## config.mk

```make
export PLATFORM = sky130hd
export DESIGN_NAME = tirr_ctrl
export DESIGN_NICKNAME = d
export VERILOG_FILES = /design/src/tirr_pkg.sv /design/src/tirr_ctrl.sv
export SDC_FILE = /design/constraint.sdc
export NUM_CORES = 1
export LEC_CHECK = 0
export ABC_AREA = 1
export BUFFER_PORTS_ARGS = -buffer_cell sky130_fd_sc_hd__buf_2
export CAP_MARGIN = 20
export CORE_MARGIN = 4
export CORE_UTILIZATION = 49
export CTS_CLUSTER_SIZE = 12
export DETAILED_ROUTE_END_ITERATION = 10
export MAX_ROUTING_LAYER = met4
export PLACE_DENSITY = 0.84
export SETUP_SLACK_MARGIN = 0.5
export SLEW_MARGIN = 20
export SYNTH_ARGS = -nofsm -noshare
export SYNTH_HDL_FRONTEND = slang
export SYNTH_SLANG_ARGS = --single-unit
export TNS_END_PERCENT = 20
```

## constraint.sdc

```tcl
create_clock -name i_clk -period 3.7 [get_ports i_clk]
set_clock_uncertainty 0.2 [all_clocks]
set_input_delay 0.37 -clock i_clk [delete_from_list [all_inputs] [get_ports i_clk]]
set_output_delay 0.37 -clock i_clk [all_outputs]
set_load 0.01 [all_outputs]
```

## src/tirr_pkg.sv

```systemverilog
package tirr_pkg;

    localparam int FRAME_W  = 32;
    localparam int BUTTON_W = 8;

    typedef enum logic [2:0] {
        OP_TICK       = 3'd0,
        OP_BUTTON     = 3'd1,
        OP_START_REC  = 3'd2,
        OP_STOP_REC   = 3'd3,
        OP_START_PLAY = 3'd4,
        OP_STOP_PLAY  = 3'd5
    } t_op;

    typedef enum logic [1:0] {
        KIND_EVENT = 2'd0,
        KIND_EMPTY = 2'd1,
        KIND_FULL  = 2'd2
    } t_kind;

    typedef enum logic [1:0] {
        S_IDLE,
        S_RD,
        S_CHK,
        S_LAST
    } t_state;

    typedef struct packed {
        logic [FRAME_W-1:0]  rel;
        logic [BUTTON_W-1:0] button;
        logic                p2;
        logic                down;
    } t_entry;

    typedef struct packed {
        logic  take_rec_origin;
        logic  clear_rec_origin;
        logic  take_play_origin;
        logic  load_rel;
        logic  clear_n;
        logic  store_event;
        logic  clear_count;
        logic  rewind;
        logic  advance;
        logic  load_err;
        t_kind err_kind;
        logic  emit;
        logic  emit_last;
    } t_cmd;

    typedef struct packed {
        logic count_zero;
        logic count_full;
        logic ptr_lt_count;
        logic due;
        logic n_at_max;
        logic out_free;
    } t_sts;

endpackage

```

## src/tirr_ctrl.sv

```systemverilog
module tirr_ctrl (
    input  logic             i_clk,
    input  logic             i_rst_n,
    input  logic             i_valid,
    output logic             o_ready,
    input  logic [2:0]       i_operation,
    input  logic             i_level_active,
    input  tirr_pkg::t_sts   i_sts,
    output tirr_pkg::t_cmd   o_cmd
);

    tirr_pkg::t_state r_state, n_state;
    logic r_rec, n_rec;
    logic r_play, n_play;
    logic r_rov, n_rov;
    logic r_pov, n_pov;
    logic r_pend, n_pend;
    logic fire;

    always_ff @(posedge i_clk) begin
        if (!i_rst_n) begin
            r_state <= tirr_pkg::S_IDLE;
            r_rec   <= 1'b0;
            r_play  <= 1'b0;
            r_rov   <= 1'b0;
            r_pov   <= 1'b0;
            r_pend  <= 1'b0;
        end else begin
            r_state <= n_state;
            r_rec   <= n_rec;
            r_play  <= n_play;
            r_rov   <= n_rov;
            r_pov   <= n_pov;
            r_pend  <= n_pend;
        end
    end

    assign fire = i_sts.ptr_lt_count && !i_sts.n_at_max && i_sts.due;

    always_comb begin
        n_state = r_state;
        n_rec   = r_rec;
        n_play  = r_play;
        n_rov   = r_rov;
        n_pov   = r_pov;
        n_pend  = r_pend;
        o_cmd   = '0;
        o_ready = 1'b0;
        case (r_state)
            tirr_pkg::S_IDLE: begin
                o_ready = 1'b1;
                if (i_valid) begin
                    case (tirr_pkg::t_op'(i_operation))
                        tirr_pkg::OP_TICK: begin
                            if (r_rec && !r_rov) begin
                                o_cmd.take_rec_origin = 1'b1;
                                n_rov = 1'b1;
                            end
                            if (r_play && i_level_active) begin
                                o_cmd.load_rel = 1'b1;
                                o_cmd.clear_n  = 1'b1;
                                if (!r_pov) begin
                                    o_cmd.take_play_origin = 1'b1;
                                    n_pov = 1'b1;
                                end
                                n_state = tirr_pkg::S_RD;
                            end
                        end
                        tirr_pkg::OP_BUTTON: begin
                            if (r_rec) begin
                                if (i_sts.count_full) begin
                                    o_cmd.load_err = 1'b1;
                                    o_cmd.err_kind = tirr_pkg::KIND_FULL;
                                    n_pend  = 1'b1;
                                    n_state = tirr_pkg::S_LAST;
                                end else begin
                                    o_cmd.store_event = 1'b1;
                                end
                            end
                        end
                        tirr_pkg::OP_START_REC: begin
                            o_cmd.clear_count      = 1'b1;
                            o_cmd.clear_rec_origin = 1'b1;
                            n_rec  = 1'b1;
                            n_play = 1'b0;
                            n_rov  = 1'b0;
                        end
                        tirr_pkg::OP_STOP_REC: begin
                            n_rec = 1'b0;
                        end
                        tirr_pkg::OP_START_PLAY: begin
                            if (i_sts.count_zero) begin
                                o_cmd.load_err = 1'b1;
                                o_cmd.err_kind = tirr_pkg::KIND_EMPTY;
                                n_pend  = 1'b1;
                                n_state = tirr_pkg::S_LAST;
                            end else begin
                                o_cmd.rewind = 1'b1;
                                n_play = 1'b1;
                                n_rec  = 1'b0;
                                n_pov  = 1'b0;
                            end
                        end
                        tirr_pkg::OP_STOP_PLAY: begin
                            n_play = 1'b0;
                        end
                        default: ;
                    endcase
                end
            end
            tirr_pkg::S_RD: begin
                n_state = tirr_pkg::S_CHK;
            end
            tirr_pkg::S_CHK: begin
                if (fire) begin
                    // hold while the previous event still waits for the output slot
                    if (!r_pend || i_sts.out_free) begin
                        o_cmd.emit      = r_pend;
                        o_cmd.emit_last = 1'b0;
                        o_cmd.advance   = 1'b1;
                        n_pend  = 1'b1;
                        n_state = tirr_pkg::S_RD;
                    end
                end else begin
                    n_play  = i_sts.ptr_lt_count;
                    n_state = r_pend ? tirr_pkg::S_LAST : tirr_pkg::S_IDLE;
                end
            end
            tirr_pkg::S_LAST: begin
                if (i_sts.out_free) begin
                    o_cmd.emit      = 1'b1;
                    o_cmd.emit_last = 1'b1;
                    n_pend  = 1'b0;
                    n_state = tirr_pkg::S_IDLE;
                end
            end
            default: n_state = tirr_pkg::S_IDLE;
        endcase
    end

endmodule

```

## After elaboration in Yosys (flattened, before gate mapping)

Index checks and enable logic that the tools add are counted.

| storage, ports and cells | value |
|---|---|
| bits in registers | 7 |
| input port bits | 13 |
| word-level logic and storage cells | 111 |

| operators by class | value |
|---|---|
| reduce and logical (&&, ||, !) cells | 22 |
| multiplexer cells | 58 |
| equal/unequal tests | 25 |

Operators with widths:

| operator | number |
|---|---|
| 2-to-1 mux 1 bit | 26 |
| 2-to-1 mux 2 bit | 12 |
| 2-to-1 mux 3 bit | 7 |
| inequality test 3 bit (second input constant) | 6 |
| 2-to-1 mux 8 bit | 2 |
| inequality test 2 bit (second input constant) | 8 |
| one-hot mux 1 bit (2 select lines) | 5 |
| AND reduction 5 bit | 2 |
| AND reduction 9 bit | 1 |
| one-hot mux 2 bit (4 select lines) | 1 |
| AND reduction 4 bit | 2 |
| AND reduction 8 bit | 1 |
| == test 3 x 2 -> 1 bit (second input constant) | 2 |
| == test 3 bit (second input constant) | 2 |
| one-hot mux 1 bit (3 select lines) | 2 |
| one-hot mux 2 bit (3 select lines) | 1 |
| one-hot mux 3 bit (2 select lines) | 1 |
| nonzero test 2 bit | 3 |
| nonzero test 3 bit | 2 |
| == test 2 bit (second input constant) | 2 |
| logical AND 1 bit | 4 |
| inequality test 4 x 1 -> 1 bit (second input constant) | 1 |
| one-hot mux 2 bit (2 select lines) | 1 |
| == test 3 x 1 -> 1 bit (second input constant) | 1 |
| 8 further kinds | 10 |

## Depth between registers and ports, before layout

Gate-level depths: netlist (run 1).

| depth | value |
|---|---|
| depth in word-level cells | 6 |
| gate-level depth with buffers | 10 |

## Worst setup path after synthesis (run 1)

No wires, ideal clock.

| timing | value |
|---|---|
| kind | register to output |
| from | register r_state[0] |
| to | output o_cmd[10] (netlist bit) |
| cell stages (with the launch flop) | 5 |
| arrival | 1.294 ns |
| slack | 1.836 ns |
| path buffers | 1 |
| cells stage by stage | dfxtp_1 -> nor2_4 -> nand2_4 -> nor3_1 -> buf_4 |

RTL lines:

| what | RTL line | RTL |
|---|---|---|
| start: declaration | tirr_ctrl.sv:12 | `tirr_pkg::t_state r_state, n_state;` |
| start signal: assignment | tirr_ctrl.sv:22 | `r_state <= tirr_pkg::S_IDLE;` |
| start signal: assignment | tirr_ctrl.sv:29 | `r_state <= n_state;` |
| end: declaration | tirr_ctrl.sv:9 | `output tirr_pkg::t_cmd o_cmd` |

==> flow_metrics.tcl, run 1 <==
set metrics [dict create \
    finalCriticalPeriod_ns 2.12 \
    rsz0062_at_grt "false" \
    drt_iter0_drc 53 \
    pre_cts_ws_ns 1.83 \
    ys_seq_area_frac 0.188 \
    netlist_area_um2 747 \
    cts.sinks 7 \
    grt_pass1_wl_um 3230 \
    avgSynthCellArea_um2 5.49 \
    powerDensity_nw_per_um2 556 \
    required_ns 3.13 \
    finalHoldViolations 0 \
    maxCapViolations 0 \
    critical_path_buf_inv_count 2 \
    hold_path_class "input pin to flop" \
    clk_pin_slew_ns 0.06 \
    cts_hold_buf 0 \
    final_cell_mix "36 x nand2_1, 28 x nor2_1, 27 x buf_2" \
    grt_max_degree 9 \
    cts_buffer_depth 2 \
    synth.area.mux_share 0 \
    synth_nets 149 \
    crit_family "simple AND/OR/NAND/NOR gates" \
    fp.dieH_um 47.0 \
    postCtsSetupRepairBufs 0 \
    synth_adder_area_share 0 \
    place_congestion 0.973 \
    crit_chain "nor2_4 -> nand2_4 -> inv_1 -> nand3_1 -> o22ai_1 -> buf_2" \
    fin_crit_sh 0.573 \
    drive_above_1_share 0.333 \
    fp.dieArea_um2 2210 \
    final_common_cell "nand2_1" \
    areaGrowthSynthToFinish_pct 22.3 \
    coreArea_um2 1370 \
    start_util 0.547 \
    htreeDepth 1 \
    crit_path_start_kind "flop" \
    critPathMaxFanout 8 \
    synth_top_cell_area_share 0.188 \
    grt_pass1_vias 809 \
    wl_per_cell_um 11.1 \
    crit_arrival_ns 1.55 \
    synth_compound_area_frac 0.104 \
    yosys.area_share.simple 0.578 \
    via_per_inst 5.13 \
    cts-root-buf "clkbuf_4" \
    layout_setup_ws_ns 1.58 \
    rows 13 \
    cts_made_buffers 3 \
    drt-pass1-iter-count 4 \
    end_kind "output pin" \
    fmax_mhz 472 \
    grt_use_total 0.213 \
    drv_slew 0 \
    synth_xor_area_frac 0 \
    clock_latency_ns 0.27 \
    synth.area.top_cells "dfxtp_1 19%, nand2_1 18%, nor2_1 14%" \
    worstMarginPinSlew_ns 0.292 \
    place_hpwl_um 1650 \
    setup_viol 0 \
    final_nets 179 \
    max-slew-margin-rel 0.803 \
    synth_top_family_by_area "simple AND/OR/NAND/NOR gates" \
    portBuffers 27 \
    synth_cell_types 22 \
    grt.overflow.total 0 \
    p_leak_nw 0.511 \
    cpPeakStageDelay_ns 0.38 \
    ys_warn_count 0 \
    ys_seq_elements 7 \
    tritoncts "yes" \
    ant_nets 0 \
    antenna_found_initial 0 \
    tns_ns 0 \
    synth_largest_area_cell "dfxtp_1" \
    drc 0 \
    vias 923 \
    ir_worst_vdd_uv 307 \
    die_w_um 47.0 \
    diodes 0 \
    io_pins 28 \
    cts_resized 0 \
    cpMaxStageDelayCell "dfxtp_1" \
    wl_um 2010 \
    outcome "finished clean" \
    critical_path_class "flop to output pin" \
    syn_inst 136 \
]
worst min-delay path: stages:
cell	delay, ns
buf_2	0.14
nand2_1	0.07
nor2_1	0.03
per-stage QoR:
step	hold slack [ns]	total power [mW]	cell area [um^2]	utilization	cells
after floorplan	0.277	0.365	747	-	136
final	0.190	0.508	913	0.668	180
after global routing	0.180	0.554	913	0.668	180
after global placement	0.297	0.423	886	0.648	176
after CTS	0.175	0.510	913	0.668	180
after detailed placement	0.307	0.431	886	0.648	176
area by class of cell:
cell class | instances | area [um^2]
multi-input cells | 105 | 509
clock inverters | 1 | 5.00
inverters | 22 | 82.6
clock buffers | 3 | 22.5
repair buffers | 27 | 135
well taps | 15 | 18.8
flip-flops and latches | 7 | 140
fillers | 126 | 453
worst paths after layout:
kind	from	end	depth (start not counted)	slack (ns)
min reg2reg	r_pend	r_pend	2	0.32
min	i_rst_n	r_state[0]	3	0.19
max	r_state[0]	o_cmd[4]	6	1.58
max reg2reg	r_state[0]	r_rec	5	2.22
kinds of logic (layout without fill, tap and decap cells):
logic type | Yosys count | in the layout
AOI/OAI and AO/OA | 12 | 12
buffers and inverters | 24 | 53
DFF | 7 | 7
and+or+nand+nor | 93 | 93
routing by layer:
layer,GRT usage,routed length (um),part of all wire
met5,-,0,0
met4,0.0829,36,0.018
met3,0.0613,217,0.11
met2,0.306,866,0.43
met1,0.279,885,0.44
registers in the layout, summed over array words and instances, names as in the netlist:
signal / flops
r_pend: 1
r_pov: 1
r_rec: 1
r_play: 1
r_state: 2
r_rov: 1
power breakdown:
part / total, mW / switching [mW] / internal [mW]
logic: 0.310 / 0.202 / 0.108
clock network: 0.0755 / 0.0356 / 0.0399
registers: 0.122 / 0.0248 / 0.0972
total: 0.508 / 0.263 / 0.245
synth_stat cells, drive strengths merged:
| cell type | number |
|---|---|
| o2111ai | 1 |
| dfxtp | 7 |
| nor2 | 35 |
| nand2 | 43 |
| nand4 | 1 |
| nor3 | 3 |
| o21a | 1 |
| o21ai | 4 |
| nand3 | 9 |
| buf | 2 |
| nor4 | 2 |
| o22ai | 2 |
| inv | 22 |
| a31oi | 1 |
| a21oi | 3 |
(Power assumes the default switching activity.)
==> run 2: changes to the inputs <==
Settings changed: CORE_UTILIZATION 49 to 43, PLACE_DENSITY 0.84 to 0.78.
Clock period 3.7 ns to 1.8 ns, I/O delays scaled along.
==> run 2 against run 1 <==
Routed wire length rose by 30%. Sequential share of layout area fell by 2.9 points. Combinational power rose to 3.7 times the previous value. Sequential power rose by 120%. Global-route usage fell by 1.6 points. First-iteration DRC count fell by 49%. Total power rose to 3.0 times the previous value. Non-clock buffer count rose by 19. Utilization rose by 8.2 points. Count of clock-buffer cells in the layout rose by 1. Register-to-register slack got worse by 2.1 ns. Largest power group unchanged.
==> flow_metrics.tcl, run 2 (synthesis results as in run 1) <==
set metrics [dict create \
    outcome "finished clean" \
    crit_path_start_kind "flop" \
    end_kind "output pin" \
    final_nets 198 \
    cts_buffer_depth 2 \
    place_congestion 0.903 \
    rows 14 \
    powerDensity_nw_per_um2 1310 \
    r2r_end "r_state[0]" \
    drt_iter0_drc 27 \
    place_hpwl_um 1730 \
    finalCriticalPeriod_ns 1.70 \
    cpPeakStageDelay_ns 0.36 \
    wl_per_cell_um 13.0 \
    drive_above_1_share 0.467 \
    setup_viol 0 \
    top_register "r_state" \
    post-route-util 0.750 \
    pre_cts_ws_ns 0.237 \
    tns_ns 0 \
    tritoncts "yes" \
    startpoint "r_state[0]" \
    grt_pass1_vias 906 \
    antenna_found_initial 0 \
    io_pins 28 \
    crit_end "o_cmd[1]" \
    r2r_slack_ns 0.13 \
    drc 0 \
    crit_arrival_ns 1.32 \
    portBuffers 27 \
    multi_input_area_um2 593 \
    grt_use_total 0.197 \
    cts-root-buf "clkbuf_4" \
    start_util 0.474 \
    required_ns 1.42 \
    fp.dieH_um 49.7 \
    final_cell_mix "36 x nand2_1, 26 x buf_2, 22 x nor2_1" \
    fmax_mhz 588 \
    hold_start "i_sts[3]" \
    grt_max_degree 7 \
    fillers 112 \
    max-slew-margin-rel 0.770 \
    cp_common_cell "nor2_4" \
    die_w_um 49.7 \
    critical_path_class "flop to output pin" \
    reg2reg_depth 12 \
    largest_register_ffs 2 \
    vias 1072 \
    worstMarginPinSlew_ns 0.344 \
    cts.sinks 7 \
    crit_chain "buf_4 -> nor2_4 -> inv_4 -> nor2_4 -> nand3_2 -> nand2_1 -> buf_2" \
    clock_latency_ns 0.25 \
    grt.overflow.total 0 \
    cpMaxStageDelayCell "dfxtp_4" \
    fin_crit_sh 0.946 \
    drt-pass1-iter-count 4 \
    r2r-start "r_state[1]" \
    clk_pin_slew_ns 0.05 \
    hold_path_depth 5 \
    areaGrowthSynthToFinish_pct 58.3 \
    fp.dieArea_um2 2470 \
    finalHoldViolations 0 \
    critPathMaxFanout 5 \
    via_per_inst 5.36 \
    cts_made_buffers 3 \
    p_leak_nw 0.619 \
    final_common_cell "nand2_1" \
    maxCapViolations 0 \
    ant_nets 0 \
    coreArea_um2 1580 \
    grt_pass1_wl_um 3710 \
    rsz0062_at_grt "true" \
    ir_worst_vdd_uv 871 \
    final-seq-area_um2 148 \
    drv_slew 0 \
    diodes 0 \
    htreeDepth 1 \
    hold_path_class "input pin to flop" \
    layout_setup_ws_ns 0.0980 \
    wl_um 2600 \
]
## run 2: report_power, final
part / switching, mW / internal, mW / total, mW
sequential: 0.0549 / 0.214 / 0.269
clock: 0.0545 / 0.0844 / 0.139
combinational: 0.601 / 0.535 / 1.14
## run 2: stage by stage
step / hold WS, ns / instance area (um^2) / instances / total power [mW]
2_1_floorplan: 0.0931 / 810 / 136 / 0.793
4_1_cts: 0.0809 / 1070 / 192 / 1.26
6_report: 0.0778 / 1180 / 200 / 1.54
3_3_place_gp: 0.249 / 953 / 178 / 0.921
3_5_place_dp: 0.257 / 953 / 178 / 0.936
5_1_grt: 0.145 / 1180 / 200 / 1.65
## run 2: per-layer routing
| layer | routed length (um) | vias to the layer above | global-route usage |
|---|---|---|---|
| met5 | 0 | - | - |
| met4 | 55 | 0 | 0.106 |
| met3 | 201 | 9 | 0.0211 |
| met2 | 1300 | 60 | 0.328 |
| met1 | 1040 | 482 | 0.230 |
| li1 | - | 521 | - |
## run 2: how the worst min path moves through the flow
stage                  to  slack (ns)
3_5_place_dp   r_state[1]        0.26
2_1_floorplan  r_state[1]        0.09
5_1_grt            r_play        0.15
6_report           r_play        0.08
3_3_place_gp   r_state[1]        0.25
4_1_cts            r_play        0.08
## run 2: timing repair
item,CTS,global route
cloned,0,0
hold endpoints to repair,2,0
hold buffers,1,0
setup endpoints to repair,21,22
setup buffers,9,8
pin swaps,3,12
gates resized for setup,4,14
## run 2: worst max-delay path, delay by kind of cell, from the launching register on
kind / cells / cell delay, ns
buf+inv: 3 / 0.33
flops: 1 / 0.36
simple gates: 4 / 0.37
## run 2: layout make-up
type | instances | share of cell area
sequential | 7 | 0.125
timing repair buffer | 46 | 0.258
clock buffer | 4 | 0.0222
multi-input combinational | 105 | 0.502
inverter | 22 | 0.0762
tap | 16 | 0.0169
==> run 3: changes to the inputs <==
Settings changed: SETUP_SLACK_MARGIN 0.5 to 0.1.
==> run 3 against run 2 <==
Utilization is 10 points lower. Via count is 11% lower. Cell area is 14% lower. Largest power group unchanged.
==> flow_metrics.tcl, run 3 (synthesis results as in run 1) <==
set metrics [dict create \
    drv_slew 0 \
    worstMarginPinSlew_ns 0.382 \
    pre_cts_ws_ns 0.144 \
    seq_power_share 0.217 \
    critical_path_buf_inv_count 2 \
    wl_um 2250 \
    outcome "finished clean" \
    internal_power_uw 620 \
    antenna_found_initial 0 \
    cts.sinks 7 \
    final-seq-area_um2 148 \
    coreArea_um2 1580 \
    fmax_mhz 579 \
    r2r_end "r_play" \
    final_common_cell "nand2_1" \
    cpMaxStageDelayCell "dfxtp_4" \
    critical_path_class "flop to output pin" \
    final_nets 185 \
    fin_crit_sh 0.959 \
    crit_path_start_kind "flop" \
    r2r_slack_ns 0.29 \
    critPathMaxFanout 6 \
    grt_pass1_vias 880 \
    crit_family "simple AND/OR/NAND/NOR gates" \
    p_leak_nw 0.540 \
    switching_share 0.493 \
    fp.dieArea_um2 2470 \
    p_switching_uw 602 \
    cts_made_buffers 3 \
    hold_path_class "input pin to flop" \
    final_cell_mix "36 x nand2_1, 27 x buf_2, 26 x nor2_1" \
    multi_input_area_um2 556 \
    end_kind "output pin" \
    wl_per_cell_um 12.0 \
    cts_buffer_depth 2 \
    crit_chain "nor2_4 -> nand2_4 -> inv_4 -> nand3_4 -> o22ai_2 -> buf_2" \
    die_w_um 49.7 \
    hold_start "i_sts[3]" \
    htreeDepth 1 \
    rows 14 \
    largest_register_ffs 2 \
    grt_max_degree 7 \
    finalCriticalPeriod_ns 1.73 \
    start_util 0.474 \
    setup_viol 0 \
    place_congestion 0.918 \
    diodes 0 \
    io_pins 28 \
    tritoncts "yes" \
    drt_iter0_drc 44 \
    max-slew-margin-rel 0.745 \
    maxCapViolations 0 \
    holdPathEnd "r_play" \
    top_register "r_state" \
    via_per_inst 5.12 \
    post-route-util 0.648 \
    ant_nets 0 \
    stdcell_count 187 \
    rsz0062_at_grt "true" \
    r2r-start "r_state[0]" \
    drt-pass1-iter-count 4 \
    clk_pin_slew_ns 0.05 \
    grt_use_total 0.189 \
    cpPeakStageDelay_ns 0.36 \
    ir_worst_vdd_uv 712 \
    hold_path_depth 5 \
    fp.dieH_um 49.7 \
    drive_above_1_share 0.398 \
    reg2reg_depth 8 \
    place_inst 177 \
    grt_pass1_wl_um 3610 \
    place_hpwl_um 1700 \
    tns_ns 0 \
    clock_latency_ns 0.25 \
    powerDensity_nw_per_um2 1200 \
    clkPwrFrac 0.115 \
    fillers 143 \
    p_comb_frac 0.667 \
    crit_arrival_ns 1.35 \
    vias 957 \
    grt.overflow.total 0 \
    finalHoldViolations 0 \
    areaGrowthSynthToFinish_pct 36.7 \
    cts-root-buf "clkbuf_4" \
    portBuffers 27 \
    required_ns 1.42 \
    drc 0 \
    layout_setup_ws_ns 0.0734 \
]
[run 3: cell count changes in the layout (fill, tap and decap cells not counted), moves of 2 or more]
cell / before / now
buf_6: 6 / 1
inv_4: 3 / 1
nor2_4: 5 / 2
inv_2: 5 / 7
nor2_1: 22 / 26
buf_4: 13 / 4
[run 3: tightest hold or removal path: stages]
cell     delay (ns)
buf_2          0.09
nand2_1        0.05
nand2_1        0.05
nor2_1         0.04
nor2_1         0.08
[run 3: power by group through the flow]
stage	Clock [mW]	Combinational, mW	Sequential [mW]
global route	0.160	0.899	0.273
global placement	0	0.623	0.251
CTS	0.149	0.753	0.261
finish	0.141	0.815	0.266
detailed placement	0	0.631	0.254
floorplan	0	0.505	0.246
[run 3: layer usage]
| layer | up-vias | part of all wire | GRT usage |
|---|---|---|---|
| li1 | 493 | - | - |
| met1 | 428 | 0.45 | 0.234 |
| met2 | 30 | 0.48 | 0.293 |
| met3 | 6 | 0.048 | 0.0301 |
| met4 | 0 | 0.019 | 0.101 |
| met5 | - | 0 | - |
[run 3: per-stage QoR]
| step | instance area [um^2] | power (mW) | hold slack [ns] |
|---|---|---|---|
| finish | 1020 | 1.22 | 0.0711 |
| global route | 1020 | 1.33 | 0.0993 |
| CTS | 980 | 1.16 | 0.0598 |
| detailed placement | 887 | 0.885 | 0.266 |
| global placement | 887 | 0.874 | 0.258 |
| floorplan | 747 | 0.751 | 0.100 |
[run 3: layout make-up]
| class | count | share of cell area |
|---|---|---|
| sequential | 7 | 0.145 |
| multi-input combinational | 105 | 0.544 |
| timing repair buffer | 33 | 0.183 |
| inverter | 22 | 0.0833 |
| tap | 16 | 0.0196 |
| clock buffer | 4 | 0.0257 |
[run 3: how the worst max path moves through the flow]
stage                from         to  slack, ns  cells after the start
2_1_floorplan  r_state[0]  o_cmd[10]       0.13                      4
3_3_place_gp   r_state[0]   o_cmd[4]       0.22                      6
3_5_place_dp   r_state[0]   o_cmd[4]       0.14                      6
4_1_cts        r_state[0]   o_cmd[4]        0.1                      5
5_1_grt        r_state[0]   o_cmd[4]       0.01                      6
6_report       r_state[0]   o_cmd[4]       0.07                      6
[run 3: timing repair]
action	4_1_cts	5_1_grt
hold buffers	1	0
hold endpoints to repair	3	0
resized for setup	9	7
setup endpoints to repair	10	9
setup buffers	4	1
pin swaps	3	3
